`config.mk`:
```
export PLATFORM = sky130hd
export DESIGN_NAME = alfe_queue
export DESIGN_NICKNAME = d
export VERILOG_FILES = /design/src/design/alfe_pkg.sv /design/src/design/alfe_queue.sv
export SDC_FILE = /design/constraint.sdc
export NUM_CORES = 1
export LEC_CHECK = 0
export BUFFER_PORTS_ARGS = -buffer_cell sky130_fd_sc_hd__buf_4
export CAP_MARGIN = 20
export CORE_UTILIZATION = 30
export CTS_BUF_LIST = sky130_fd_sc_hd__clkbuf_4 sky130_fd_sc_hd__clkbuf_8 sky130_fd_sc_hd__clkbuf_16
export DETAILED_ROUTE_END_ITERATION = 16
export PLACE_DENSITY_LB_ADDON = 0.12
export SLEW_MARGIN = 20
export SYNTH_ARGS = -nofsm -noshare
export SYNTH_HDL_FRONTEND = slang
export SYNTH_SLANG_ARGS = --single-unit
```
`constraint.sdc`:
```
create_clock -name clk -period 2.9 [get_ports clk]
set_clock_uncertainty 0.1 [all_clocks]
set_input_delay 0.435 -clock clk [delete_from_list [all_inputs] [get_ports clk]]
set_output_delay 0.435 -clock clk [all_outputs]
set_load 0.05 [all_outputs]
```
`src/design/alfe_pkg.sv`:
```
`timescale 1ns / 1ps
// types, constants and the gamma table shared by the led frame encoder
package alfe_pkg;

	localparam int BITS_PER_LED = 24;
	localparam int CFG_INDEX_W = 3;
	localparam int CFG_DATA_W = 10;
	localparam int QUEUE_DEPTH = 4;
	localparam int QUEUE_PTR_W = 2;
	localparam int GROUP_SIZE = 16;

	localparam logic [5:0] RST_ACTIVE_LEDS = 6'd18;
	localparam logic [9:0] RST_RESET_SLOTS = 10'd400;
	localparam logic [7:0] RST_ONE_CODE = 8'd10;
	localparam logic [7:0] RST_ZERO_CODE = 8'd5;
	localparam logic [7:0] RST_END_CODE = 8'd100;

	typedef enum logic [1:0] {
		OP_SET = 2'd0,
		OP_FLUSH_CHANGED = 2'd1,
		OP_FLUSH = 2'd2,
		OP_TICK = 2'd3
	} op_t;

	typedef enum logic [2:0] {
		REG_ACTIVE_LEDS = 3'd0,
		REG_RESET_SLOTS = 3'd1,
		REG_ONE_CODE = 3'd2,
		REG_ZERO_CODE = 3'd3,
		REG_END_CODE = 3'd4
	} reg_index_t;

	typedef enum logic [1:0] {
		SLOT_IDLE,
		SLOT_ZERO,
		SLOT_BIT,
		SLOT_END
	} slot_mode_t;

	typedef enum logic [1:0] {
		BK_FETCH,
		BK_SET_WR,
		BK_FLUSH_EVAL,
		BK_TICK_OUT
	} back_state_t;

	typedef struct packed {
		logic [1:0] operation;
		logic [7:0] led_pos;
		logic [23:0] color_rgb;
	} item_t;

	typedef struct packed {
		logic [7:0] duty_code;
		logic sending;
		logic last;
	} result_t;

	typedef struct packed {
		logic [5:0] led_count;
		logic [9:0] reset_slots;
		logic [7:0] one_code;
		logic [7:0] zero_code;
		logic [7:0] end_code;
	} cfg_t;

	typedef struct packed {
		op_t kind;
		logic [7:0] idx;
		logic [23:0] grb;
	} cmd_t;

	localparam logic [7:0] GAMMA_LUT [256] = '{
		8'd0, 8'd0, 8'd0, 8'd0, 8'd0, 8'd0, 8'd0, 8'd0,
		8'd0, 8'd0, 8'd0, 8'd0, 8'd0, 8'd0, 8'd0, 8'd0,
		8'd0, 8'd0, 8'd0, 8'd0, 8'd0, 8'd0, 8'd0, 8'd0,
		8'd0, 8'd0, 8'd0, 8'd0, 8'd1, 8'd1, 8'd1, 8'd1,
		8'd1, 8'd1, 8'd1, 8'd1, 8'd1, 8'd1, 8'd1, 8'd1,
		8'd1, 8'd2, 8'd2, 8'd2, 8'd2, 8'd2, 8'd2, 8'd2,
		8'd2, 8'd3, 8'd3, 8'd3, 8'd3, 8'd3, 8'd3, 8'd3,
		8'd4, 8'd4, 8'd4, 8'd4, 8'd4, 8'd5, 8'd5, 8'd5,
		8'd5, 8'd6, 8'd6, 8'd6, 8'd6, 8'd7, 8'd7, 8'd7,
		8'd7, 8'd8, 8'd8, 8'd8, 8'd9, 8'd9, 8'd9, 8'd10,
		8'd10, 8'd10, 8'd11, 8'd11, 8'd11, 8'd12, 8'd12, 8'd13,
		8'd13, 8'd13, 8'd14, 8'd14, 8'd15, 8'd15, 8'd16, 8'd16,
		8'd17, 8'd17, 8'd18, 8'd18, 8'd19, 8'd19, 8'd20, 8'd20,
		8'd21, 8'd21, 8'd22, 8'd22, 8'd23, 8'd24, 8'd24, 8'd25,
		8'd25, 8'd26, 8'd27, 8'd27, 8'd28, 8'd29, 8'd29, 8'd30,
		8'd31, 8'd32, 8'd32, 8'd33, 8'd34, 8'd35, 8'd35, 8'd36,
		8'd37, 8'd38, 8'd39, 8'd39, 8'd40, 8'd41, 8'd42, 8'd43,
		8'd44, 8'd45, 8'd46, 8'd47, 8'd48, 8'd49, 8'd50, 8'd50,
		8'd51, 8'd52, 8'd54, 8'd55, 8'd56, 8'd57, 8'd58, 8'd59,
		8'd60, 8'd61, 8'd62, 8'd63, 8'd64, 8'd66, 8'd67, 8'd68,
		8'd69, 8'd70, 8'd72, 8'd73, 8'd74, 8'd75, 8'd77, 8'd78,
		8'd79, 8'd81, 8'd82, 8'd83, 8'd85, 8'd86, 8'd87, 8'd89,
		8'd90, 8'd92, 8'd93, 8'd95, 8'd96, 8'd98, 8'd99, 8'd101,
		8'd102, 8'd104, 8'd105, 8'd107, 8'd109, 8'd110, 8'd112, 8'd114,
		8'd115, 8'd117, 8'd119, 8'd120, 8'd122, 8'd124, 8'd126, 8'd127,
		8'd129, 8'd131, 8'd133, 8'd135, 8'd137, 8'd138, 8'd140, 8'd142,
		8'd144, 8'd146, 8'd148, 8'd150, 8'd152, 8'd154, 8'd156, 8'd158,
		8'd160, 8'd162, 8'd164, 8'd167, 8'd169, 8'd171, 8'd173, 8'd175,
		8'd177, 8'd180, 8'd182, 8'd184, 8'd186, 8'd189, 8'd191, 8'd193,
		8'd196, 8'd198, 8'd200, 8'd203, 8'd205, 8'd208, 8'd210, 8'd213,
		8'd215, 8'd218, 8'd220, 8'd223, 8'd225, 8'd228, 8'd231, 8'd233,
		8'd236, 8'd239, 8'd241, 8'd244, 8'd247, 8'd249, 8'd252, 8'd255
	};

endpackage

```
`src/design/alfe_queue.sv`:
```
`timescale 1ns / 1ps
// small command queue between the front and back parts
module alfe_queue (
	input logic clk,
	input logic arst_n,
	input logic push,
	input alfe_pkg::cmd_t push_cmd,
	output logic full,
	input logic pop,
	output alfe_pkg::cmd_t head,
	output logic empty
);
	import alfe_pkg::*;

	cmd_t entries_q [QUEUE_DEPTH];
	logic [QUEUE_PTR_W-1:0] wr_ptr_q;
	logic [QUEUE_PTR_W-1:0] rd_ptr_q;
	logic [QUEUE_PTR_W:0] count_q;
	logic do_push;
	logic do_pop;

	assign full = (count_q == (QUEUE_PTR_W+1)'(QUEUE_DEPTH));
	assign empty = (count_q == '0);
	assign head = entries_q[rd_ptr_q];
	assign do_push = push && !full;
	assign do_pop = pop && !empty;

	always_ff @(posedge clk or negedge arst_n) begin
		if (!arst_n) begin
			wr_ptr_q <= '0;
			rd_ptr_q <= '0;
			count_q <= '0;
		end else begin
			if (do_push) begin
				wr_ptr_q <= wr_ptr_q + 1'b1;
			end
			if (do_pop) begin
				rd_ptr_q <= rd_ptr_q + 1'b1;
			end
			if (do_push && !do_pop) begin
				count_q <= count_q + 1'b1;
			end else if (do_pop && !do_push) begin
				count_q <= count_q - 1'b1;
			end
		end
	end

	always_ff @(posedge clk) begin
		if (do_push) begin
			entries_q[wr_ptr_q] <= push_cmd;
		end
	end
endmodule

```
Word level (Yosys, flattened, before mapping)
Memory sizes are Yosys's and may differ from the RTL's.
Cells that the tools add are included.
{"block": "classes", "addsub": 4, "n_eq_ne": 1, "mux": 4, "reduce_logical": 10}
{"op": "3-bit two-way mux", "count": 2}
{"op": "2-bit by 1-bit adder with 2-bit output (second input constant)", "count": 2}
{"op": "1-bit logical AND", "count": 4}
{"op": "1-bit logical NOT", "count": 4}
{"op": "3-bit by 1-bit adder with 3-bit output (second input constant)", "count": 1}
{"op": "3-bit equality test (second input constant)", "count": 1}
{"op": "3-bit logical NOT", "count": 1}
{"op": "3-bit by 1-bit subtractor with 3-bit output (second input constant)", "count": 1}
{"op": "1-bit two-way mux", "count": 2}
{"op": "2-bit nonzero test", "count": 1}
{"block": "word_totals", "ff_bits": 7, "mem_bits_rw": 136, "in_bits": 38, "out_inout_bits": 36, "elab_cells": 23, "n_memories": 1}
{"memory": "entries_q", "words": 4, "width": 34, "read_ports": 1, "rd_clocked_by_memory_dff": 0, "write_ports": 1, "line": "alfe_queue.sv:15", "source": "cmd_t entries_q [QUEUE_DEPTH];"}

Longest topological paths before layout
Gate-level depths: netlist of the first run.
{"block": "depth", "depth_word": 7, "depth_mapped": 9, "ltp_nobuf": 8}

Least setup slack after synthesis of the first run
No wires, ideal clock.
{"block": "synth_timing", "kind": "flip-flop to flip-flop", "startpoint": "register count_q[0]", "endpoint": "register count_q[1]", "setup_time_ps": 125, "arrival_ps": 2345, "required_time_ps": 2675, "path_slack_ps": 331, "path_stages_with_launch": 8, "n_path_buf": 1, "period_less_slack_ps": 2569, "path_cell_list": "dfrtp_1 > nor3b_2 > nor2b_1 > buf_6 > ha_1 > inv_1 > fa_1 > mux2_2"}
{"block": "synth_via", "elab_chain_cells": 6, "elab_cells_between_ends": 15, "cone_classes": "2 x add/sub; 1 x eq/ne; 2 x mux; 10 x reduce/logical"}
{"element": "from (decl)", "line": "alfe_queue.sv:18", "source": "logic [QUEUE_PTR_W:0] count_q;"}
{"element": "from (signal assigned)", "line": "alfe_queue.sv:41", "source": "count_q <= count_q + 1'b1;"}
{"element": "from (signal assigned)", "line": "alfe_queue.sv:43", "source": "count_q <= count_q - 1'b1;"}
{"element": "3-bit equality test *", "line": "alfe_queue.sv:22", "source": "assign full = (count_q == (QUEUE_PTR_W+1)'(QUEUE_DEPTH));"}
{"element": "via full", "line": "alfe_queue.sv:8", "source": "output logic full,"}
{"element": "1-bit logical NOT *", "line": "alfe_queue.sv:25", "source": "assign do_push = push && !full;"}
{"element": "1-bit logical AND *", "line": "alfe_queue.sv:25"}
{"element": "via do_push", "line": "alfe_queue.sv:19", "source": "logic do_push;"}
{"element": "1-bit logical NOT", "line": "alfe_queue.sv:42", "source": "end else if (do_pop && !do_push) begin"}
{"element": "1-bit logical AND", "line": "alfe_queue.sv:42"}
{"element": "2-bit nonzero test (no line)"}
Mark *: on every way through the listed nets, which the timed path passes. The rest lies on a longest branch. The select of a mux whose other input is x is not followed.
A chain may end at the register's enable or synchronous reset.

==> impl_metrics.csv, run 1 <==
group,metric,value,unit
run_status,outcome,"complete, no violations",
grt,grt_max_degree,35,
place,dp_hpwl,6361,um
cts,worstSkewPairLatency,0.41,ns
final_layout,mostFrequentLayoutCell,"edfxtp_1",
power,clkPwrFrac,27.1,%
power,p_sw,3.026,mW
floorplanning,core,0.01742,sq mm
floorplanning,die_w,136.0,um
routing,drt_iter0_markers,125,
timing,setup_viol,0,
power,power.internal,5.391,mW
power,ir_worst_vdd,0.5275,mV
synth,synthDistinctLibCells,21,
synth,synth_xor_area_share,0.9752,%
synth,synth-compound-area-share,0,%
synth,synth-simple-area-share,1.161,%
final_layout,final_cell_mix,"edfxtp_1, buf_4, mux4_2",
grt,grt_overflow_total,0,
power,seqPwrFrac,34.7,%
floorplanning,io_pins,74,
cts,cts_sinks,143,
floorplanning,die_h,136.0,um
power,combPwrFrac,38.1,%
final_layout,fin_nets,353,
timing,post-route-min-period,2.647,ns
timing,fin_tns_setup,0,ns
flow_run,maxCapViolations,0,
synth,synth-seq-area-share,79.03,%
final_layout,drive_gt1_share,47.52,%
cts,cts_max_level,4,
cts,clk_pin_slew_worst_paths,0.06,ns
synth,syn-num-nets,258,
routing,ant_nets,0,
place,placed_area,0.006281,sq mm
worst_setup_path,r2r_end,"count_q[2]$_DFFE_PN0P_",
timing,hold_viol_final,0,
routing,dr.pass1.iters,4,
final_layout,num_antenna_cells,0,
synth,synth.cell_area,0.005389,sq mm
cts,clockBufferDepth,2,
routing,routed_wl,10120,um
final_layout,regArea,0.004262,sq mm
grt,grt_pass1_vias,2633,
routing,num_vias,2428,
place,io_buffers,73,
floorplanning,dieArea,0.01850,sq mm
floorplanning,rows,48,
worst_setup_path,path_max_fanout,12,
timing,grt_setup_unrepaired,"false",
worst_setup_path,cp-start-kind,"flop",
synth,postSynthAreaPerCell,25.18,sq um
routing,wl_per_cell,18.50,um
timing,worst_pin_slew,0.5331,ns
synth,synthTopCellsByArea,"edfxtp_1, mux4_2, dfrtp_1",
synth,synth_adder_area_share,1.532,%
worst_setup_path,crit_arrival,2.11,ns
synth,netlist_instances,214,
power,power.share.switching,35.95,%
cts,cts_resized,0,
cts,cts-root-buf,"clkbuf_16",
synth,synth_top_area_share,75.78,%
power,p_leak,2.436,nW
cts,cts_tree,"yes",
timing,period_share,91.29,%
worst_setup_path,r2r-start,"count_q[2]$_DFFE_PN0P_",
place,gp_congestion,0.6629,
final_layout,multi_input_area,0.001017,sq mm
grt,grt_pass1_wl,15440,um
power,powerDensity,1216,mW/mm^2
synth,synthMuxAreaShare,15.11,%
worst_setup_path,rrSetupSlack,0.60,ns
timing,slew_headroom,64.39,%
final_layout,fillers,1603,
hold_path,hold_path.startpoint,"push_cmd[11]",
worst_setup_path,crit_required,2.37,ns
hold_path,holdPathEnd,"entries_q[0][11]$_DFFE_PP_",
synth,synth_warnings,0,
synth,yosysTopAreaCell,"edfxtp_1",
timing,fmax,0.3777,GHz
routing,routed_via_density,4.439,
synth,synth_top_family_by_area,"multiplexers",
hold_path,worstHoldPathCells,1,
cts,post_cts_buffers,0,
worst_setup_path,worstSetupEndpointType,"output pin",
timing,final_max_slew_viol_count,0,
final_layout,syn_to_final_growth,28.44,%
final_layout,fin_area,0.006922,sq mm
worst_setup_path,reg2reg_depth,8,
synth,ys_seq_elements,143,
hold_path,min_path_type,"in -> reg",
grt,grt_usage,11.87,%
cts,postCtsHoldBufs,1,
floorplanning,start_util,30.94,%
worst_setup_path,crit_type,"reg -> out",
cts,cts_buffers,17,
grt,grt_antenna_before_repair,0,
routing,drc,0,
## critical path, stage by stage, from the launching register on
cell,delay [ns]
dfrtp_2,0.65
buf_4,0.30
mux4_2,0.53
buf_4,0.21
## kinds of logic after synthesis
kind of cell,count (synthesis)
XOR/XNOR,6
adder cells (fa/ha/maj),6
buffers and inverters,13
flip-flops,143
multiplexers,36
AND/OR/NAND/NOR,10
## synth_stat cells
| library cell | n |
|---|---|
| and2_1 | 4 |
| buf_12 | 3 |
| edfxtp_1 | 136 |
| nor2_1 | 1 |
| inv_1 | 4 |
| or3_1 | 1 |
| mux2_4 | 1 |
| mux4_1 | 6 |
| mux2_2 | 1 |
| buf_6 | 2 |
| mux4_2 | 28 |
| nor3b_2 | 1 |
| dfrtp_1 | 7 |
| fa_1 | 1 |
| nor2b_1 | 1 |
| ha_1 | 5 |
| xor2_1 | 2 |
| buf_2 | 4 |
| nand2_1 | 1 |
| xnor2_1 | 4 |
| nand3_1 | 1 |
## routing by layer
layer / global-route usage (%) / wire [um] / vias to the layer above
met5: 0 / 0 / -
met4: 5.556 / 148 / 0
met3: 4.474 / 655 / 14
met2: 17.29 / 4691 / 63
met1: 15.60 / 4625 / 1262
li1: - / - / 1089
## state kept, by name, indices dropped and copies added, names as in the netlist
register and cells:
rd_ptr_q 2, count_q 3, entries_q 136, wr_ptr_q 2
## power groups by stage
stage	Sequential [mW]	Combinational (mW)	Clock [mW]
floorplan	2.87	2.41	0
global placement	2.97	3.27	0
detailed placement	2.98	3.27	0
CTS	2.93	3.28	2.33
global route	2.96	3.41	2.42
finish	2.92	3.21	2.28
## how the worst max path moves through the flow
stage / from / end / depth (start not counted)
floorplan: count_q[0]$_DFFE_PN0P_ / count_q[1]$_DFFE_PN0P_ / 7
global placement: count_q[2]$_DFFE_PN0P_ / count_q[2]$_DFFE_PN0P_ / 8
detailed placement: count_q[2]$_DFFE_PN0P_ / count_q[2]$_DFFE_PN0P_ / 8
CTS: rd_ptr_q[0]$_DFFE_PN0P_ / head[33] / 3
global route: rd_ptr_q[0]$_DFFE_PN0P_ / head[6] / 3
finish: rd_ptr_q[0]$_DFFE_PN0P_ / head[3] / 3
## per-stage QoR
| stage | util (%) | cells | worst slack [ns] | hold slack (ns) | power [mW] |
|---|---|---|---|---|---|
| floorplan | - | 214 | 0.3306 | 0.03941 | 5.275 |
| finish | 39.74 | 547 | 0.2525 | 0.1209 | 8.416 |
| detailed placement | 36.06 | 514 | 0.5918 | 0.1608 | 6.248 |
| global placement | 36.06 | 514 | 0.6001 | 0.1590 | 6.233 |
| CTS | 39.74 | 547 | 0.1860 | 0.1039 | 8.545 |
| global route | 39.74 | 547 | 0.1215 | 0.1065 | 8.790 |
## final cells by class
type / instances / area share (%)
Sequential cell: 143 / 61.57
Clock inverter: 13 / 2.748
Tap cell: 225 / 4.067
Timing Repair Buffer: 85 / 10.34
Clock buffer: 19 / 6.363
Inverter: 4 / 0.2169
Multi-Input combinational cell: 58 / 14.70
(Power assumes the default switching activity.)
==> inputs of run 2 (changes only) <==
- CELL_PAD_IN_SITES_DETAIL_PLACEMENT: default -> 2
- CELL_PAD_IN_SITES_GLOBAL_PLACEMENT: default -> 2
==> run 2 against run 1 <==
Against the previous run:
- power decreased by 4.1%
- setup slack improved by 0.19 ns
- count of clock-buffer cells in the layout up 1
- flip-flop and latch count unchanged
- non-clock buffer count shrank 1
- first-iteration DRC count down 32%
==> impl_metrics.csv, run 2 (same netlist as run 1, synthesis figures left out) <==
group,metric,value,unit
power,p_leak,2.387,nW
timing,fin_tns_setup,0,ns
cts,worstSkewPairLatency,0.40,ns
final_layout,final_util,39.09,%
cts,cts-root-buf,"clkbuf_16",
routing,drt_iter0_markers,85,
worst_setup_path,worstSetupEndpointType,"output pin",
worst_setup_path,rrSetupSlack,0.55,ns
routing,routed_via_density,4.509,
worst_setup_path,crit_required,2.37,ns
worst_setup_path,r2r_end,"count_q[2]$_DFFE_PN0P_",
power,ir_worst_vdd,0.7318,mV
power,seqPwrFrac,36.0,%
worst_setup_path,r2r-start,"count_q[2]$_DFFE_PN0P_",
final_layout,largest_register_ffs,136,
routing,wl_per_cell,20.03,um
final_layout,num_antenna_cells,0,
grt,grt_usage,13.10,%
place,dp_cells,513,
worst_setup_path,reg2reg_depth,8,
cts,clk_pin_slew_worst_paths,0.06,ns
hold_path,hold_path.startpoint,"push_cmd[16]",
timing,fmax,0.4075,GHz
worst_setup_path,critical_path_buf_inv_count,2,
cts,cts_sinks,143,
power,clkPwrFrac,24.0,%
final_layout,layout_top_registers,"entries_q x136, count_q x3",
run_status,outcome,"complete, no violations",
worst_setup_path,cp-start-kind,"flop",
routing,drc,0,
cts,clockBufferDepth,2,
worst_setup_path,cp_slowest_cell,"mux4_1",
hold_path,holdPathEnd,"entries_q[3][16]$_DFFE_PP_",
final_layout,drive_gt1_share,45.17,%
cts,cts_max_level,4,
cts,cts_resized,0,
worst_setup_path,path_max_fanout,12,
timing,period_share,84.62,%
cts,post_cts_buffers,0,
floorplanning,core,0.01742,sq mm
final_layout,mostFrequentLayoutCell,"edfxtp_1",
final_layout,fin_area,0.006808,sq mm
routing,dr.pass1.iters,4,
power,p_total,8.073,mW
place,placed_area,0.006274,sq mm
cts,cts_buffers,17,
final_layout,syn_to_final_growth,26.33,%
final_layout,final_cell_mix,"edfxtp_1, buf_4, mux4_2",
final_layout,regArea,0.004262,sq mm
final_layout,regMostFlops,"entries_q",
worst_setup_path,cp_slowest_stage_delay,0.64,ns
grt,grt_pass1_wl,16840,um
worst_setup_path,path_cells,"buf_4 -> mux4_1 -> buf_4",
final_layout,final_cells,546,
routing,num_vias,2462,
floorplanning,start_util,30.94,%
power,power.internal,5.102,mW
worst_setup_path,crit_path_frequent_cell,"buf_4",
worst_setup_path,crit_type,"reg -> out",
power,combPwrFrac,40.0,%
grt,grt_antenna_before_repair,0,
floorplanning,die_h,136.0,um
timing,worst_pin_slew,0.5357,ns
timing,post-route-min-period,2.454,ns
hold_path,min_path_type,"in -> reg",
worst_setup_path,crit_arrival,1.92,ns
power,power.share.switching,36.81,%
timing,setup_viol,0,
final_layout,multi_input_area,0.001017,sq mm
timing,grt_setup_unrepaired,"false",
final_layout,fin_nets,352,
grt,grt_overflow_total,0,
timing,final_max_slew_viol_count,0,
place,gp_congestion,0.6381,
power,powerDensity,1186,mW/mm^2
routing,routed_wl,10940,um
hold_path,worstHoldPathCells,1,
power,p_sw,2.972,mW
floorplanning,io_pins,74,
timing,slew_headroom,64.21,%
floorplanning,rows,48,
floorplanning,die_w,136.0,um
routing,ant_nets,0,
grt,grt_pass1_vias,2840,
final_layout,fillers,1659,
flow_run,maxCapViolations,0,
worst_setup_path,critPathTopFamily,"multiplexers",
cts,cts_tree,"yes",
place,dp_hpwl,7091,um
floorplanning,dieArea,0.01850,sq mm
timing,hold_viol_final,0,
place,io_buffers,73,
grt,grt_max_degree,27,
[run 2: what timing repair did]
item	in CTS	in global routing
hold buffers	1	0
hold endpoints to repair	7	0
setup endpoints to repair	0	0
[run 2: layer usage]
layer  wire (um)  GRT usage [%]  vias up
li1            -              -     1091
met1        4670          15.96     1301
met2        5590          21.24       58
met3         530          4.474       12
met4         144          5.370        0
met5           0              0        -
[run 2: power groups by stage]
stage          Clock (mW)  Combinational [mW]  Sequential [mW]
2_1_floorplan           0                2.41             2.87
3_3_place_gp            0                3.30             2.93
3_5_place_dp            0                3.31             2.96
4_1_cts              2.00                3.31             2.92
5_1_grt              2.07                3.41             2.96
6_report             1.94                3.23             2.91
[run 2: final cells by class]
type,instances,share of cell area [%]
timing repair buffer,84,10.40
clock inverter,12,1.121
clock buffer,20,6.580
sequential,143,62.60
inverter,4,0.2205
tap,225,4.135
multi-input combinational,58,14.94
[run 2: how the worst max path moves through the flow]
stage,start,endpoint,cells past startpoint
floorplan,count_q[0]$_DFFE_PN0P_,count_q[1]$_DFFE_PN0P_,7
global placement,count_q[2]$_DFFE_PN0P_,count_q[2]$_DFFE_PN0P_,8
detailed placement,count_q[2]$_DFFE_PN0P_,count_q[2]$_DFFE_PN0P_,8
CTS,rd_ptr_q[0]$_DFFE_PN0P_,head[18],3
global route,count_q[2]$_DFFE_PN0P_,count_q[2]$_DFFE_PN0P_,8
finish,rd_ptr_q[0]$_DFFE_PN0P_,head[29],3
[run 2: per-stage QoR]
| step | hold WS (ns) | worst slack (ns) |
|---|---|---|
| 5_1_grt | 0.1052 | 0.3611 |
| 3_5_place_dp | 0.1602 | 0.5516 |
| 2_1_floorplan | 0.03941 | 0.3306 |
| 4_1_cts | 0.09823 | 0.3955 |
| 6_report | 0.1253 | 0.4461 |
| 3_3_place_gp | 0.1588 | 0.6546 |
==> inputs of run 3 (changes only) <==
- clock period: 2.9 -> 2.1 ns (I/O delays scaled with it)
==> run 3 against run 2 <==
Against the previous run:
- the flow now finishes with violations (negative setup slack)
- register-to-register slack got worse by 0.41 ns
- non-clock buffer count increased by 43
- global-route usage increased by 0.23 points
- flip-flop and latch count unchanged
- final area increased by 11%
- sequential power increased by 37%
- critical endpoint is now head[16]
- largest cell class unchanged
==> impl_metrics.csv, run 3 (same netlist as run 1, synthesis figures left out) <==
group,metric,value,unit
run_status,outcome,"finished, violations left",
run_status,violations,"negative setup slack",
grt,grt_usage,13.33,%
place,placed_area,0.006345,sq mm
timing,period_share,106.2,%
routing,wl_met1,5066,um
final_layout,fillers,1621,
cts,clockBufferDepth,2,
grt,grt_overflow_total,0,
grt,grt_pass1_wl,17180,um
timing,fmax,0.4484,GHz
routing,drc,0,
worst_setup_path,crit_required,1.68,ns
cts,cts_buffers,17,
timing,grt_setup_unrepaired,"true",
place,io_buffers,73,
grt,grt_pass1_vias,2909,
routing,wl_per_cell,19.53,um
worst_setup_path,worstSetupEndpointType,"output pin",
final_layout,layout_top_registers,"entries_q x136, count_q x3",
routing,routed_via_density,4.468,
cts,cts_sinks,143,
timing,post-route-min-period,2.230,ns
place,dp_hpwl,6796,um
cts,cts_tree,"yes",
timing,setup_viol,34,
floorplanning,start_util,30.94,%
flow_run,maxCapViolations,0,
grt,grt_max_degree,35,
worst_setup_path,cp-start-kind,"flop",
floorplanning,die_w,136.0,um
cts,cts_max_level,4,
final_layout,regArea,0.004264,sq mm
routing,dr.pass1.iters,3,
floorplanning,rows,48,
timing,worst_slack,-0.1302,ns
final_layout,num_antenna_cells,0,
routing,ant_nets,0,
floorplanning,io_pins,74,
timing,slew_headroom,83.77,%
routing,wl_met2,5805,um
cts,clk_pin_slew_worst_paths,0.06,ns
worst_setup_path,crit_arrival,1.82,ns
final_layout,largest_register_ffs,136,
routing,routed_wl,11480,um
floorplanning,die_h,136.0,um
power,p_total,12.72,mW
cts,cts-root-buf,"clkbuf_16",
floorplanning,dieArea,0.01850,sq mm
routing,route.top_layer_used,"met4",
power,powerDensity,1681,mW/mm^2
hold_path,min_path_type,"in -> reg",
final_layout,multi_input_area,0.001031,sq mm
grt,grt_antenna_before_repair,0,
final_layout,fin_area,0.007565,sq mm
worst_setup_path,crit_type,"reg -> out",
routing,num_vias,2627,
final_layout,regMostFlops,"entries_q",
final_layout,final_util,43.43,%
power,ir_worst_vdd,0.8423,mV
final_layout,mostFrequentLayoutCell,"edfxtp_1",
timing,final_max_slew_viol_count,0,
final_layout,drive_gt1_share,48.21,%
place,gp_congestion,0.6683,
timing,hold_viol_final,0,
power,p_leak,2.694,nW
final_layout,fin_nets,395,
floorplanning,core,0.01742,sq mm
timing,worst_pin_slew,0.2435,ns
routing,wl_met3,411,um
final_layout,syn_to_final_growth,40.38,%
final_layout,final_cell_mix,"edfxtp_1, buf_4, mux4_2",
cts,worstSkewPairLatency,0.41,ns
worst_setup_path,path_max_fanout,10,
routing,drt_iter0_markers,92,
[run 3: cell types whose count changed in the layout (fill, tap and decap cells not counted), moves of 2 or more]
cell           change
bufinv_16          +5
clkbuf_4           -2
buf_4             -27
dlygate4sd3_1     +30
mux4_2             +6
clkbuf_16          +2
clkinv_1           -6
buf_12             +4
mux4_1             -6
buf_6             +33
[run 3: worst max-delay path, stage by stage (launching register included)]
cell	delay, ns
dfrtp_2	0.39
buf_12	0.14
buf_12	0.16
mux4_2	0.52
buf_6	0.17
[run 3: where the power goes]
group | switching (mW) | total (mW) | internal, mW
registers | 0.210 | 4.00 | 3.79
logic | 3.07 | 5.38 | 2.31
clock network | 1.12 | 3.34 | 2.22
total | 4.40 | 12.7 | 8.32
[run 3: worst paths after layout]
kind / from / endpoint / slack (ns) / cells after the start
max: rd_ptr_q[0]$_DFFE_PN0P_ / head[16] / -0.13 / 4
min: push_cmd[20] / entries_q[0][20]$_DFFE_PP_ / 0.02 / 1
max reg2reg: count_q[1]$_DFFE_PN0P_ / count_q[2]$_DFFE_PN0P_ / 0.14 / 8
min reg2reg: count_q[2]$_DFFE_PN0P_ / count_q[2]$_DFFE_PN0P_ / 0.41 / 1
max in group asynchronous: arst_n / rd_ptr_q[1]$_DFFE_PN0P_ / 1.61 / 2
min in group asynchronous: arst_n / count_q[1]$_DFFE_PN0P_ / 0.15 / 2
[run 3: timing repair]
| item | 4_1_cts | 5_1_grt |
|---|---|---|
| resized for setup | 39 | 15 |
| gates cloned | 1 | 2 |
| setup endpoints to repair | 35 | 35 |
| hold buffers | 31 | 0 |
| pin swaps | 0 | 3 |
| setup buffers | 1 | 3 |
| hold endpoints to repair | 127 | 0 |
[run 3: area by class of cell]
class,instances,share of cell area [%]
clock inverter,13,2.878
tap,225,3.721
multi-input combinational,58,13.63
clock buffer,18,5.723
sequential,143,56.37
timing repair buffer,127,17.48
inverter,4,0.1985
[run 3: per-stage QoR]
stage                     setup slack, ns  hold WS (ns)  TNS [ns]  instances
after floorplan                   -0.1865      -0.08059   -0.2150        214
after global placement            0.06123       0.03797         0        520
after global routing              -0.1874      0.007050    -5.391        588
after detailed placement          0.01989       0.04207         0        520
after CTS                         -0.2034      0.002010    -4.970        584
final                             -0.1302       0.01546    -3.312        588
[run 3: per-layer routing]
layer | global-route usage (%) | vias up
met1 | 16.80 | 1383
li1 | - | 1168
met3 | 3.654 | 18
met5 | 0 | -
met4 | 5.741 | 0
met2 | 21.52 | 58
