===== config.mk =====
export PLATFORM = sky130hd
export DESIGN_NAME = alfe_back_flat
export DESIGN_NICKNAME = d
export VERILOG_FILES = /design/src/design/alfe_pkg.sv /design/src/design/alfe_stream_if.sv /design/src/design/alfe_ram.sv /design/src/design/alfe_back.sv /design/src/flat_wrapper.sv
export SDC_FILE = /design/constraint.sdc
export NUM_CORES = 2
export LEC_CHECK = 0
export BUFFER_PORTS_ARGS = -buffer_cell sky130_fd_sc_hd__buf_2
export CAP_MARGIN = 5
export CORE_UTILIZATION = 45
export DETAILED_ROUTE_END_ITERATION = 12
export MAX_ROUTING_LAYER = met4
export PLACE_DENSITY = 0.58
export SKIP_CTS_REPAIR_TIMING = 1
export SKIP_LAST_GASP = 1
export SYNTH_ARGS = -nofsm -noshare
export SYNTH_HDL_FRONTEND = slang
export SYNTH_SLANG_ARGS = --single-unit

===== constraint.sdc =====
create_clock -name clk -period 19.3 [get_ports clk]
set_input_delay 1.93 -clock clk [delete_from_list [all_inputs] [get_ports clk]]
set_output_delay 1.93 -clock clk [all_outputs]
set_load 0.01 [all_outputs]

===== src/design/alfe_pkg.sv =====
`timescale 1ns / 1ps
// types, constants and the gamma table shared by the led frame encoder
package alfe_pkg;

	localparam int BITS_PER_LED = 24;
	localparam int CFG_INDEX_W = 3;
	localparam int CFG_DATA_W = 10;
	localparam int QUEUE_DEPTH = 4;
	localparam int QUEUE_PTR_W = 2;
	localparam int GROUP_SIZE = 16;

	localparam logic [5:0] RST_ACTIVE_LEDS = 6'd18;
	localparam logic [9:0] RST_RESET_SLOTS = 10'd400;
	localparam logic [7:0] RST_ONE_CODE = 8'd10;
	localparam logic [7:0] RST_ZERO_CODE = 8'd5;
	localparam logic [7:0] RST_END_CODE = 8'd100;

	typedef enum logic [1:0] {
		OP_SET = 2'd0,
		OP_FLUSH_CHANGED = 2'd1,
		OP_FLUSH = 2'd2,
		OP_TICK = 2'd3
	} op_t;

	typedef enum logic [2:0] {
		REG_ACTIVE_LEDS = 3'd0,
		REG_RESET_SLOTS = 3'd1,
		REG_ONE_CODE = 3'd2,
		REG_ZERO_CODE = 3'd3,
		REG_END_CODE = 3'd4
	} reg_index_t;

	typedef enum logic [1:0] {
		SLOT_IDLE,
		SLOT_ZERO,
		SLOT_BIT,
		SLOT_END
	} slot_mode_t;

	typedef enum logic [1:0] {
		BK_FETCH,
		BK_SET_WR,
		BK_FLUSH_EVAL,
		BK_TICK_OUT
	} back_state_t;

	typedef struct packed {
		logic [1:0] operation;
		logic [7:0] led_pos;
		logic [23:0] color_rgb;
	} item_t;

	typedef struct packed {
		logic [7:0] duty_code;
		logic sending;
		logic last;
	} result_t;

	typedef struct packed {
		logic [5:0] led_count;
		logic [9:0] reset_slots;
		logic [7:0] one_code;
		logic [7:0] zero_code;
		logic [7:0] end_code;
	} cfg_t;

	typedef struct packed {
		op_t kind;
		logic [7:0] idx;
		logic [23:0] grb;
	} cmd_t;

	localparam logic [7:0] GAMMA_LUT [256] = '{
		8'd0, 8'd0, 8'd0, 8'd0, 8'd0, 8'd0, 8'd0, 8'd0,
		8'd0, 8'd0, 8'd0, 8'd0, 8'd0, 8'd0, 8'd0, 8'd0,
		8'd0, 8'd0, 8'd0, 8'd0, 8'd0, 8'd0, 8'd0, 8'd0,
		8'd0, 8'd0, 8'd0, 8'd0, 8'd1, 8'd1, 8'd1, 8'd1,
		8'd1, 8'd1, 8'd1, 8'd1, 8'd1, 8'd1, 8'd1, 8'd1,
		8'd1, 8'd2, 8'd2, 8'd2, 8'd2, 8'd2, 8'd2, 8'd2,
		8'd2, 8'd3, 8'd3, 8'd3, 8'd3, 8'd3, 8'd3, 8'd3,
		8'd4, 8'd4, 8'd4, 8'd4, 8'd4, 8'd5, 8'd5, 8'd5,
		8'd5, 8'd6, 8'd6, 8'd6, 8'd6, 8'd7, 8'd7, 8'd7,
		8'd7, 8'd8, 8'd8, 8'd8, 8'd9, 8'd9, 8'd9, 8'd10,
		8'd10, 8'd10, 8'd11, 8'd11, 8'd11, 8'd12, 8'd12, 8'd13,
		8'd13, 8'd13, 8'd14, 8'd14, 8'd15, 8'd15, 8'd16, 8'd16,
		8'd17, 8'd17, 8'd18, 8'd18, 8'd19, 8'd19, 8'd20, 8'd20,
		8'd21, 8'd21, 8'd22, 8'd22, 8'd23, 8'd24, 8'd24, 8'd25,
		8'd25, 8'd26, 8'd27, 8'd27, 8'd28, 8'd29, 8'd29, 8'd30,
		8'd31, 8'd32, 8'd32, 8'd33, 8'd34, 8'd35, 8'd35, 8'd36,
		8'd37, 8'd38, 8'd39, 8'd39, 8'd40, 8'd41, 8'd42, 8'd43,
		8'd44, 8'd45, 8'd46, 8'd47, 8'd48, 8'd49, 8'd50, 8'd50,
		8'd51, 8'd52, 8'd54, 8'd55, 8'd56, 8'd57, 8'd58, 8'd59,
		8'd60, 8'd61, 8'd62, 8'd63, 8'd64, 8'd66, 8'd67, 8'd68,
		8'd69, 8'd70, 8'd72, 8'd73, 8'd74, 8'd75, 8'd77, 8'd78,
		8'd79, 8'd81, 8'd82, 8'd83, 8'd85, 8'd86, 8'd87, 8'd89,
		8'd90, 8'd92, 8'd93, 8'd95, 8'd96, 8'd98, 8'd99, 8'd101,
		8'd102, 8'd104, 8'd105, 8'd107, 8'd109, 8'd110, 8'd112, 8'd114,
		8'd115, 8'd117, 8'd119, 8'd120, 8'd122, 8'd124, 8'd126, 8'd127,
		8'd129, 8'd131, 8'd133, 8'd135, 8'd137, 8'd138, 8'd140, 8'd142,
		8'd144, 8'd146, 8'd148, 8'd150, 8'd152, 8'd154, 8'd156, 8'd158,
		8'd160, 8'd162, 8'd164, 8'd167, 8'd169, 8'd171, 8'd173, 8'd175,
		8'd177, 8'd180, 8'd182, 8'd184, 8'd186, 8'd189, 8'd191, 8'd193,
		8'd196, 8'd198, 8'd200, 8'd203, 8'd205, 8'd208, 8'd210, 8'd213,
		8'd215, 8'd218, 8'd220, 8'd223, 8'd225, 8'd228, 8'd231, 8'd233,
		8'd236, 8'd239, 8'd241, 8'd244, 8'd247, 8'd249, 8'd252, 8'd255
	};

endpackage


===== src/design/alfe_stream_if.sv =====
`timescale 1ns / 1ps
// valid/ready stream channel carrying one payload per transfer
interface alfe_stream_if #(
	parameter type payload_t = logic
) ();
	logic valid;
	logic ready;
	payload_t data;

	modport source (output valid, output data, input ready);
	modport sink (input valid, input data, output ready);
endinterface


===== src/design/alfe_ram.sv =====
`timescale 1ns / 1ps
// generic single-write, single-read ram with registered read data
module alfe_ram #(
	parameter int WIDTH = 24,
	parameter int DEPTH = 32,
	parameter int AW = (DEPTH > 1) ? $clog2(DEPTH) : 1
) (
	input logic clk,
	input logic we,
	input logic [AW-1:0] waddr,
	input logic [WIDTH-1:0] wdata,
	input logic [AW-1:0] raddr,
	output logic [WIDTH-1:0] rdata
);
	logic [WIDTH-1:0] mem_q [DEPTH];

	always_ff @(posedge clk) begin
		if (we) begin
			mem_q[waddr] <= wdata;
		end
		rdata <= mem_q[raddr];
	end
endmodule


===== src/design/alfe_back.sv =====
`timescale 1ns / 1ps
// execution side: frame banks, change flags, slot sequencer and output register
module alfe_back #(
	parameter int MAX_LEDS = 32
) (
	input logic clk,
	input logic arst_n,
	input alfe_pkg::cfg_t cfg,
	input logic q_empty,
	input alfe_pkg::cmd_t q_head,
	output logic q_pop,
	alfe_stream_if.source result
);
	import alfe_pkg::*;

	localparam int IDX_W = (MAX_LEDS > 1) ? $clog2(MAX_LEDS) : 1;
	localparam int NUM_GROUPS = (MAX_LEDS + GROUP_SIZE - 1) / GROUP_SIZE;
	localparam logic [4:0] BIT_TOP = 5'(BITS_PER_LED - 1);

	back_state_t state_q, state_d;

	logic [MAX_LEDS-1:0] pend_bank_q;
	logic [MAX_LEDS-1:0] shown_bank_q;
	logic [MAX_LEDS-1:0] valid_a_q;
	logic [MAX_LEDS-1:0] valid_b_q;
	logic [MAX_LEDS-1:0] differs_q;
	logic shown_known_q;
	logic busy_q;
	logic [10:0] slot_pos_q;

	logic [IDX_W-1:0] rd_addr_q;
	logic [23:0] set_grb_q;
	slot_mode_t mode_q;
	logic [4:0] bit_q;
	logic [NUM_GROUPS-1:0] group_any_q;

	logic res_vld_q;
	result_t res_q;

	// slot decode
	logic [10:0] bit_total;
	logic [10:0] q_off;
	logic before_bits;
	logic in_bits;
	logic [15:0] div_prod;
	logic [6:0] led_num;
	logic [10:0] led_base;
	logic [10:0] bit_rem;
	logic [8:0] led_wide;
	logic [IDX_W-1:0] tick_addr;
	logic [IDX_W-1:0] set_addr;
	slot_mode_t mode_d;

	logic [NUM_GROUPS*GROUP_SIZE-1:0] live_flags;
	logic [NUM_GROUPS-1:0] group_any_d;

	logic [IDX_W-1:0] raddr;
	logic [23:0] rdata_a;
	logic [23:0] rdata_b;
	logic [23:0] shown_word;
	logic tgt_bank;
	logic out_free;
	logic fetch;
	logic start_frame;
	logic set_write;
	logic tick_emit;
	result_t res_d;

	assign out_free = !res_vld_q || result.ready;
	assign fetch = (state_q == BK_FETCH) && !q_empty;

	assign bit_total = {1'b0, cfg.led_count, 4'b0} + {2'b0, cfg.led_count, 3'b0};
	assign q_off = slot_pos_q - {1'b0, cfg.reset_slots};
	assign before_bits = slot_pos_q < {1'b0, cfg.reset_slots};
	assign in_bits = q_off < bit_total;
	// divide by 24: shift by 3, then multiply by the reciprocal of 3
	assign div_prod = q_off[10:3] * 8'd171;
	assign led_num = div_prod[15:9];
	assign led_base = {led_num, 4'b0} + {1'b0, led_num, 3'b0};
	assign bit_rem = q_off - led_base;
	assign led_wide = {2'b00, led_num};
	assign tick_addr = led_wide[IDX_W-1:0];
	assign set_addr = q_head.idx[IDX_W-1:0];

	always_comb begin
		if (!busy_q) begin
			mode_d = SLOT_IDLE;
		end else if (before_bits) begin
			mode_d = SLOT_ZERO;
		end else if (in_bits) begin
			mode_d = SLOT_BIT;
		end else begin
			mode_d = SLOT_END;
		end
	end

	always_comb begin
		live_flags = '0;
		for (int i = 0; i < MAX_LEDS; i++) begin
			live_flags[i] = differs_q[i] && (9'(i) < {3'b000, cfg.led_count});
		end
		for (int g = 0; g < NUM_GROUPS; g++) begin
			group_any_d[g] = |live_flags[g*GROUP_SIZE +: GROUP_SIZE];
		end
	end

	assign raddr = (state_q == BK_FETCH) ?
		((q_head.kind == OP_TICK) ? tick_addr : set_addr) : rd_addr_q;

	assign shown_word = shown_bank_q[rd_addr_q] ?
		(valid_b_q[rd_addr_q] ? rdata_b : '0) :
		(valid_a_q[rd_addr_q] ? rdata_a : '0);
	assign tgt_bank = (pend_bank_q[rd_addr_q] == shown_bank_q[rd_addr_q]) ?
		!shown_bank_q[rd_addr_q] : pend_bank_q[rd_addr_q];

	alfe_ram #(.WIDTH(24), .DEPTH(MAX_LEDS)) u_bank_a (
		.clk(clk),
		.we(set_write && !tgt_bank),
		.waddr(rd_addr_q),
		.wdata(set_grb_q),
		.raddr(raddr),
		.rdata(rdata_a)
	);

	alfe_ram #(.WIDTH(24), .DEPTH(MAX_LEDS)) u_bank_b (
		.clk(clk),
		.we(set_write && tgt_bank),
		.waddr(rd_addr_q),
		.wdata(set_grb_q),
		.raddr(raddr),
		.rdata(rdata_b)
	);

	always_comb begin
		state_d = state_q;
		q_pop = 1'b0;
		start_frame = 1'b0;
		set_write = 1'b0;
		tick_emit = 1'b0;
		case (state_q)
			BK_FETCH: begin
				if (!q_empty) begin
					q_pop = 1'b1;
					case (q_head.kind)
						OP_SET: state_d = BK_SET_WR;
						OP_FLUSH_CHANGED: state_d = BK_FLUSH_EVAL;
						OP_FLUSH: start_frame = !busy_q;
						OP_TICK: state_d = BK_TICK_OUT;
						default: state_d = BK_FETCH;
					endcase
				end
			end
			BK_SET_WR: begin
				set_write = 1'b1;
				state_d = BK_FETCH;
			end
			BK_FLUSH_EVAL: begin
				start_frame = !busy_q && (!shown_known_q || (|group_any_q));
				state_d = BK_FETCH;
			end
			BK_TICK_OUT: begin
				if (out_free) begin
					tick_emit = 1'b1;
					state_d = BK_FETCH;
				end
			end
			default: state_d = BK_FETCH;
		endcase
	end

	always_comb begin
		case (mode_q)
			SLOT_IDLE: res_d = '0;
			SLOT_ZERO: res_d = '{duty_code: 8'd0, sending: 1'b1, last: 1'b0};
			SLOT_BIT: res_d = '{
				duty_code: shown_word[BIT_TOP - bit_q] ? cfg.one_code : cfg.zero_code,
				sending: 1'b1, last: 1'b0};
			SLOT_END: res_d = '{duty_code: cfg.end_code, sending: 1'b1, last: 1'b1};
			default: res_d = '0;
		endcase
	end

	always_ff @(posedge clk or negedge arst_n) begin
		if (!arst_n) begin
			state_q <= BK_FETCH;
		end else begin
			state_q <= state_d;
		end
	end

	always_ff @(posedge clk or negedge arst_n) begin
		if (!arst_n) begin
			pend_bank_q <= '0;
			shown_bank_q <= '0;
			valid_a_q <= '0;
			valid_b_q <= '0;
			differs_q <= '0;
			shown_known_q <= 1'b0;
			busy_q <= 1'b0;
			slot_pos_q <= '0;
			res_vld_q <= 1'b0;
		end else begin
			if (start_frame) begin
				shown_bank_q <= pend_bank_q;
				differs_q <= '0;
				shown_known_q <= 1'b1;
				busy_q <= 1'b1;
				slot_pos_q <= '0;
			end
			if (set_write) begin
				pend_bank_q[rd_addr_q] <= tgt_bank;
				if (tgt_bank) begin
					valid_b_q[rd_addr_q] <= 1'b1;
				end else begin
					valid_a_q[rd_addr_q] <= 1'b1;
				end
				differs_q[rd_addr_q] <= (set_grb_q != shown_word);
			end
			if (tick_emit) begin
				case (mode_q)
					SLOT_ZERO, SLOT_BIT: slot_pos_q <= slot_pos_q + 11'd1;
					SLOT_END: begin
						busy_q <= 1'b0;
						slot_pos_q <= '0;
					end
					default: slot_pos_q <= slot_pos_q;
				endcase
			end
			if (tick_emit) begin
				res_vld_q <= 1'b1;
			end else if (result.ready) begin
				res_vld_q <= 1'b0;
			end
		end
	end

	always_ff @(posedge clk) begin
		if (fetch) begin
			rd_addr_q <= raddr;
			set_grb_q <= q_head.grb;
			mode_q <= mode_d;
			bit_q <= bit_rem[4:0];
			group_any_q <= group_any_d;
		end
		if (tick_emit) begin
			res_q <= res_d;
		end
	end

	assign result.valid = res_vld_q;
	assign result.data = res_q;
endmodule


===== src/flat_wrapper.sv =====
// flat-port wrapper written by rule: the top's interface ports become plain ports
module alfe_back_flat import alfe_pkg::*;
#(
	parameter int MAX_LEDS = 32
)
  (clk, arst_n, cfg, q_empty, q_head, q_pop, result_valid, result_data, result_ready);
  alfe_stream_if result_i ();
  input logic clk;
  input logic arst_n;
  input alfe_pkg::cfg_t cfg;
  input logic q_empty;
  input alfe_pkg::cmd_t q_head;
  output logic q_pop;
  output wire logic [$bits(result_i.valid)-1:0] result_valid;
  output wire logic [$bits(result_i.data)-1:0] result_data;
  input wire logic [$bits(result_i.ready)-1:0] result_ready;
  assign result_valid = result_i.valid;
  assign result_data = result_i.data;
  assign result_i.ready = result_ready;
  alfe_back #(.MAX_LEDS(MAX_LEDS)) u_core (.clk(clk), .arst_n(arst_n), .cfg(cfg), .q_empty(q_empty), .q_head(q_head), .q_pop(q_pop), .result(result_i));
endmodule

Word level (Yosys, flattened, before mapping):

Memories as Yosys holds them, arrays and structs flattened. A register that Yosys moved wholly into a read port is not among the register bits.
Index checks and enable logic that the tools add are counted.

* register bits: 210
* memory bits (writable): 1536
* output and inout bits: 3
* logic and storage cells: 184
* memories: 2

* add/subtract/negate cells: 3
* multipliers: 1
* magnitude comparators: 36
* eq/ne operators: 15
* multiplexer cells: 47
* bitwise gates (word level): 4
* reductions and logical operators: 60

Memory list
* u_core.u_bank_a.mem_q: depth 32, width 24, rd ports 1, clocked after memory_dff 1, wr ports 1, line alfe_ram.sv:15 `logic [WIDTH-1:0] mem_q [DEPTH];`
* u_core.u_bank_b.mem_q: depth 32, width 24, rd ports 1, clocked after memory_dff 1, wr ports 1, line alfe_ram.sv:15

Operators by type and width (count)
* 5-bit by 6-bit < comparator with 1-bit output, first input constant: 16
* 24-bit 2-to-1 mux: 3
* 32-bit bitwise mux: 2
* 32-bit 2-to-1 mux: 2
* 32-bit bitwise OR: 2
* 4-bit by 6-bit < comparator with 1-bit output, first input constant: 8
* 1-bit logical AND: 37
* 16-bit OR reduction: 2
* 3-bit by 6-bit < comparator with 1-bit output, first input constant: 4
* 1-bit 2-to-1 mux: 24
* 24-bit != test: 1
* 11-bit 2-to-1 mux: 2
* 11-bit case mux with 2 select lines: 1
* 1-bit binary-select mux with 5-bit select: 4
* 8-bit by 8-bit multiplier with 14-bit output, second input constant: 1
* 2-bit equality test, second input constant: 6
* 1-bit by 6-bit < comparator with 1-bit output, first input constant: 2
* 2-bit by 6-bit < comparator with 1-bit output, first input constant: 2
* 2-bit case mux with 3 select lines: 2
* 10-bit by 9-bit adder with 11-bit output: 1
* 11-bit by 1-bit adder with 11-bit output, second input constant: 1
* 11-bit by 10-bit < comparator with 1-bit output: 1
* 11-bit < comparator: 1
* 11-bit by 10-bit subtractor with 11-bit output: 1
* 21 further kinds: 40

Depth between registers and ports, before layout:

* depth after elaboration: 8
* mapped depth: 30
* gate-level depth less buffers: 28

By module:

Synthesis repeated with hierarchy kept, for this count alone.

* cell total of the unflattened synthesis: 4700
* area, all modules: 73234.0 um^2

Modules (own cells, without submodules)
* alfe_ram at u_core.u_bank_b: times used 1, cells each 1711, area each 30483.0 um^2, sequential area each 23542.6 um^2
* alfe_ram at u_core.u_bank_a: times used 1, cells each 1711, area each 30480.5 um^2, sequential area each 23542.6 um^2
* alfe_back: times used 1, cells each 1278, area each 12270.5 um^2, sequential area each 5425.2 um^2

Least setup slack after synthesis:

OpenSTA, ideal clock, no wires.

* path kind: input port to flip-flop
* start point: input cfg[26] (netlist bit)
* end point: register u_core.u_bank_a.rdata[12], read port of u_core.u_bank_a.mem_q
* data arrival time: 7743 ps
* required time: 19214 ps
* setup slack: 11471 ps
* cell stages on the path: 29
* cell sequence: inv_1 -> ha_1 -> a21oi_1 -> o21ai_1 -> a21oi_1 -> nor2b_1 -> nor2_1 -> nor2b_1 -> nor2_1 -> xnor2_1 -> ha_1 -> fa_1 -> inv_1 -> fa_1 -> inv_1 -> fa_1 -> ha_1 -> and3_1 -> nand2_1 -> a2bb2oi_1 -> o211ai_1 -> o31ai_1 -> nor4bb_1 -> or2_2 -> o21ai_0 -> buf_2 -> buf_1 -> o22ai_1 -> a211oi_1

* cells in the longest elaborated chain, start to end: 4

RTL lines
* from (decl): line flat_wrapper.sv:10 `input alfe_pkg::cfg_t cfg;`
* 11-bit by 10-bit subtractor with 11-bit output: line alfe_back.sv:73 `assign q_off = slot_pos_q - {1'b0, cfg.reset_slots};`
* 8-bit by 8-bit multiplier with 14-bit output: line alfe_back.sv:77 `assign div_prod = q_off[10:3] * 8'd171;`
* 5-bit 2-to-1 mux: line alfe_back.sv:108 `((q_head.kind == OP_TICK) ? tick_addr : set_addr) : rd_addr_q;`
* 5-bit 2-to-1 mux: line alfe_back.sv:107 `assign raddr = (state_q == BK_FETCH) ?`
* to (decl): line alfe_ram.sv:13 `output logic [WIDTH-1:0] rdata`

No other way between the ends.
A chain may end at the register's enable or synchronous reset.

Final worst setup path:

* start point: input cfg[26] (netlist bit)
* end point: register u_core.u_bank_b.rdata[16], read port of u_core.u_bank_b.mem_q

* cells in the longest elaborated chain, start to end: 4

RTL lines (line)
* 11-bit by 10-bit subtractor with 11-bit output: alfe_back.sv:73
* 8-bit by 8-bit multiplier with 14-bit output: alfe_back.sv:77
* 5-bit 2-to-1 mux: alfe_back.sv:108
* 5-bit 2-to-1 mux: alfe_back.sv:107
* to (decl): alfe_ram.sv:13

No other way between the ends.

==> impl_metrics.prom <==
# TYPE chip_impl_metric gauge
chip_impl_info{name="outcome",value="completed"} 1
chip_impl_metric{name="floorplan.initialDensity",unit=""} 0.453
chip_impl_metric{name="cap_viol_max_count",unit=""} 0
chip_impl_metric{name="first_global_vias",unit=""} 41000
chip_impl_metric{name="critical_path_buf_inv_count",unit=""} 8
chip_impl_metric{name="synth-edff-count",unit=""} 1570
chip_impl_metric{name="finalClockSkew",unit="ns"} 0.0289
chip_impl_metric{name="total_core_area",unit="mm^2"} 0.160
chip_impl_metric{name="die_h",unit="um"} 404
chip_impl_metric{name="final_count_of_negative_setup_slack_endpoints",unit=""} 0
chip_impl_metric{name="antenna_violating_nets_post_route",unit=""} 0
chip_impl_metric{name="initial_antenna_violation_count",unit=""} 11
chip_impl_metric{name="placement.io_buffers",unit=""} 53
chip_impl_metric{name="final_core_util",unit=""} 0.507
chip_impl_metric{name="dp.final_hpwl",unit="um"} 109000
chip_impl_metric{name="synth_seq_cells",unit=""} 1794
chip_impl_metric{name="tritoncts_buffer_count",unit=""} 178
chip_impl_metric{name="grt_start_max_net_pins",unit=""} 149
chip_impl_info{name="worstHoldPathType",value="flop to flop"} 1
chip_impl_metric{name="final_nets",unit=""} 5143
chip_impl_metric{name="async_reset_ff_frac",unit=""} 0.0981
chip_impl_info{name="timing.critical_path.to_type",value="flop"} 1
chip_impl_metric{name="route.vias.total",unit=""} 42500
chip_impl_metric{name="cpPeakStageDelay",unit="ns"} 0.66
chip_impl_metric{name="synth_area",unit="mm^2"} 0.0726
chip_impl_metric{name="slew_violations",unit=""} 0
chip_impl_metric{name="gpl.final_weighted_congestion",unit=""} 0.837
chip_impl_metric{name="yosysWarnings",unit=""} 0
chip_impl_metric{name="first_pass_iters",unit=""} 6
chip_impl_metric{name="grt.overflow.total",unit=""} 0
chip_impl_metric{name="max_freq",unit="GHz"} 0.0985
chip_impl_metric{name="cts_buffer_depth",unit=""} 3
chip_impl_metric{name="grt_first_pass_wirelength",unit="um"} 285000
chip_impl_metric{name="critPathMaxFanout",unit=""} 69
chip_impl_metric{name="io_pins",unit=""} 81
chip_impl_metric{name="post-route-drc-count",unit=""} 0
chip_impl_metric{name="fin_setup_tns",unit="ns"} 0
chip_impl_info{name="cts_tree",value="built"} 1
chip_impl_metric{name="grt_util_all_layers",unit=""} 0.249
chip_impl_metric{name="ctsHtreeMaxLevel",unit=""} 4
chip_impl_info{name="timing.critical_path.slowest_stage_cell",value="buf_4"} 1
chip_impl_metric{name="period_share",unit=""} 0.526
chip_impl_metric{name="detail_route.wirelength",unit="um"} 198000
chip_impl_metric{name="holdWs",unit="ns"} 0.466
chip_impl_metric{name="slew-limit-headroom",unit=""} 0.0911
chip_impl_info{name="path_class",value="input pin to flop"} 1
chip_impl_metric{name="timing.critical_path.required",unit="ns"} 19.95
chip_impl_metric{name="cts.reportedPaths.clkPinSlew",unit="ns"} 0.06
chip_impl_metric{name="critical_path_arrival",unit="ns"} 10.80
chip_impl_metric{name="preCtsSetupSlack",unit="ns"} 8.36
chip_impl_metric{name="fp-row-count",unit=""} 147
chip_impl_metric{name="layout-area-overhead-vs-synth",unit="%"} 12.0
chip_impl_metric{name="cts_num_sinks",unit=""} 1794
chip_impl_metric{name="synthCells",unit=""} 4906
chip_impl_metric{name="min_period",unit="ns"} 10.15
chip_impl_metric{name="finalWorstSetupSlack",unit="ns"} 9.15
chip_impl_metric{name="part_of_the_yosys_area_used_for_sequential_elements",unit=""} 0.723
chip_impl_info{name="cpLargestDelayFamily",value="compound AO/OA/AOI/OAI gates"} 1
chip_impl_metric{name="synth_area_per_cell",unit="um^2"} 14.8
chip_impl_metric{name="worst_skew_pair.late_latency",unit="ns"} 0.83
chip_impl_metric{name="dieArea",unit="mm^2"} 0.163
chip_impl_metric{name="yosys.cell_types.count",unit=""} 74
chip_impl_metric{name="synth.top_cell.area_share",unit=""} 0.649
chip_impl_metric{name="drive_gt1_frac",unit=""} 0.126
chip_impl_metric{name="drt_first_iter_violations",unit=""} 4591
chip_impl_info{name="synth_largest_area_cell",value="edfxtp_1"} 1
chip_impl_info{name="timing.critical_path.from_type",value="input pin"} 1
chip_impl_info{name="cts-root-buf",value="clkbuf_16"} 1
chip_impl_metric{name="final_hold_viol_count",unit=""} 0
chip_impl_metric{name="die_x",unit="um"} 404
chip_impl_metric{name="vias_per_cell",unit=""} 5.82
chip_impl_metric{name="worst-slew-pin-transition",unit="ns"} 1.36
chip_impl_metric{name="post_synthesis_net_count",unit=""} 5062
chip_impl_info{name="netlist_top_cells_area",value="edfxtp_1 (65%), mux2i_1 (8.4%), dfrtp_1 (6.1%)"} 1
chip_impl_info{name="ys.flop_type",value="edfxtp_1"} 1
chip_impl_metric{name="wl_per_cell",unit="um"} 27.1
chip_impl_info{name="grt_setup_unrepaired",value="false"} 1
==> worst reg2reg max path, delay by kind of cell, from the launching register on <==
kind                       cells  cell delay [ns]
xor gates and xnor gates       1             0.59
AOI/OAI and AO/OA             10             2.58
buffers and inverters          6             2.33
DFF                            1             0.42
and+or+nand+nor                7             0.76
adders and majority gates      6             2.52
==> through the flow <==
stage / cells / cell area (um^2)
finish: 7302 / 81300
detailed placement: 6967 / 75700
floorplan: 4906 / 72600
global placement: 6967 / 75700
CTS: 7299 / 81300
global route: 7300 / 81300
==> cell families after synthesis <==
kind of cell             count (synthesis)  share of synthesized area
AND/OR/NAND/NOR                       1237                     0.0770
adder cells (fa/ha/maj)                 79                     0.0148
XOR/XNOR                                25                    0.00302
flip-flops                            1794                      0.723
AO/OA/AOI/OAI                          751                     0.0693
buffers and inverters                  363                     0.0211
multiplexers                           657                     0.0914
==> cell usage after synthesis, types with 7 or more instances <==
| master | number |
|---|---|
| nand2_1 | 681 |
| o21ai_0 | 42 |
| a22oi_1 | 108 |
| ha_1 | 66 |
| a32oi_1 | 98 |
| fa_1 | 12 |
| xor2_1 | 13 |
| or2_2 | 56 |
| dfrtp_1 | 176 |
| a211oi_1 | 49 |
| and3_1 | 19 |
| nand3_1 | 250 |
| a21oi_1 | 253 |
| o22ai_1 | 120 |
| inv_1 | 80 |
| nand4_1 | 9 |
| edfxtp_1 | 1570 |
| mux2i_1 | 609 |
| dfxtp_1 | 48 |
| nand2b_1 | 26 |
| o22ai_2 | 30 |
| clkbuf_1 | 169 |
| nor2_1 | 121 |
| xnor2_1 | 12 |
| and2_1 | 9 |
| mux2_2 | 44 |
| nor4_1 | 7 |
| buf_6 | 9 |
| buf_2 | 67 |
| buf_1 | 31 |
| nor2b_1 | 11 |
==> metal layers <==
layer  vias to the layer above  share of wire  track usage  wire, um
li1                      18800              -            -         -
met1                     22000           0.45        0.349     88300
met2                      1425           0.47        0.382     92700
met3                       241          0.066       0.0351     13100
met4                         0          0.021       0.0665      4220
met5                         -              0            -         0
==> sequential cells by signal, indices dropped and copies added (netlist names), 2 cells and up <==
signal                 flops
u_core.valid_a_q          32
u_core.u_bank_b.mem_q    768
u_core.set_grb_q          24
u_core.u_bank_a.mem_q    768
u_core.group_any_q         2
u_core.shown_bank_q       32
u_core.slot_pos_q         11
u_core.u_bank_a.rdata     24
u_core.pend_bank_q        32
u_core.valid_b_q          32
u_core.differs_q          32
u_core.mode_q              2
u_core.rd_addr_q           5
u_core.state_q             2
u_core.u_bank_b.rdata     24
==> cells in the final DEF, fill, tap and decap left out, drive strengths merged, types with 49 or more instances in the layout <==
| cell type | count |
|---|---|
| a211oi | 49 |
| a21oi | 253 |
| a22oi | 108 |
| a32oi | 98 |
| buf | 181 |
| clkbuf | 249 |
| clkinv | 67 |
| dfrtp | 176 |
| edfxtp | 1570 |
| ha | 66 |
| inv | 91 |
| mux2i | 609 |
| nand2 | 681 |
| nand3 | 254 |
| nor2 | 122 |
| o22ai | 150 |
| or2 | 57 |
==> layout make-up <==
class / count / area [um^2]
fill: 13600 / 79100
sequential: 1794 / 52500
multi-input combinational: 2749 / 18900
clock buffer: 248 / 4880
tap: 2160 / 2700
timing repair buffer: 182 / 1290
clock inverter: 84 / 648
inverter: 82 / 323
antenna: 3 / 7.51
==> path summary, 6_finish.rpt <==
kind                       slack (ns)  cells past startpoint            startpoint                        end
min in group asynchronous        1.17                      1                arst_n       u_core.differs_q[13]
min                              0.47                      1  u_core.valid_b_q[17]       u_core.valid_b_q[17]
max in group asynchronous       16.63                      2                arst_n     u_core.shown_bank_q[8]
min reg2reg                      0.47                      1  u_core.valid_b_q[17]       u_core.valid_b_q[17]
max reg2reg                      9.94                     30  u_core.slot_pos_q[2]  u_core.u_bank_b.rdata[16]
max                              9.15                     32               cfg[26]  u_core.u_bank_b.rdata[16]
Power is not shown: default switching activity piles up to over one toggle a cycle in this logic, so the estimate is an artifact.
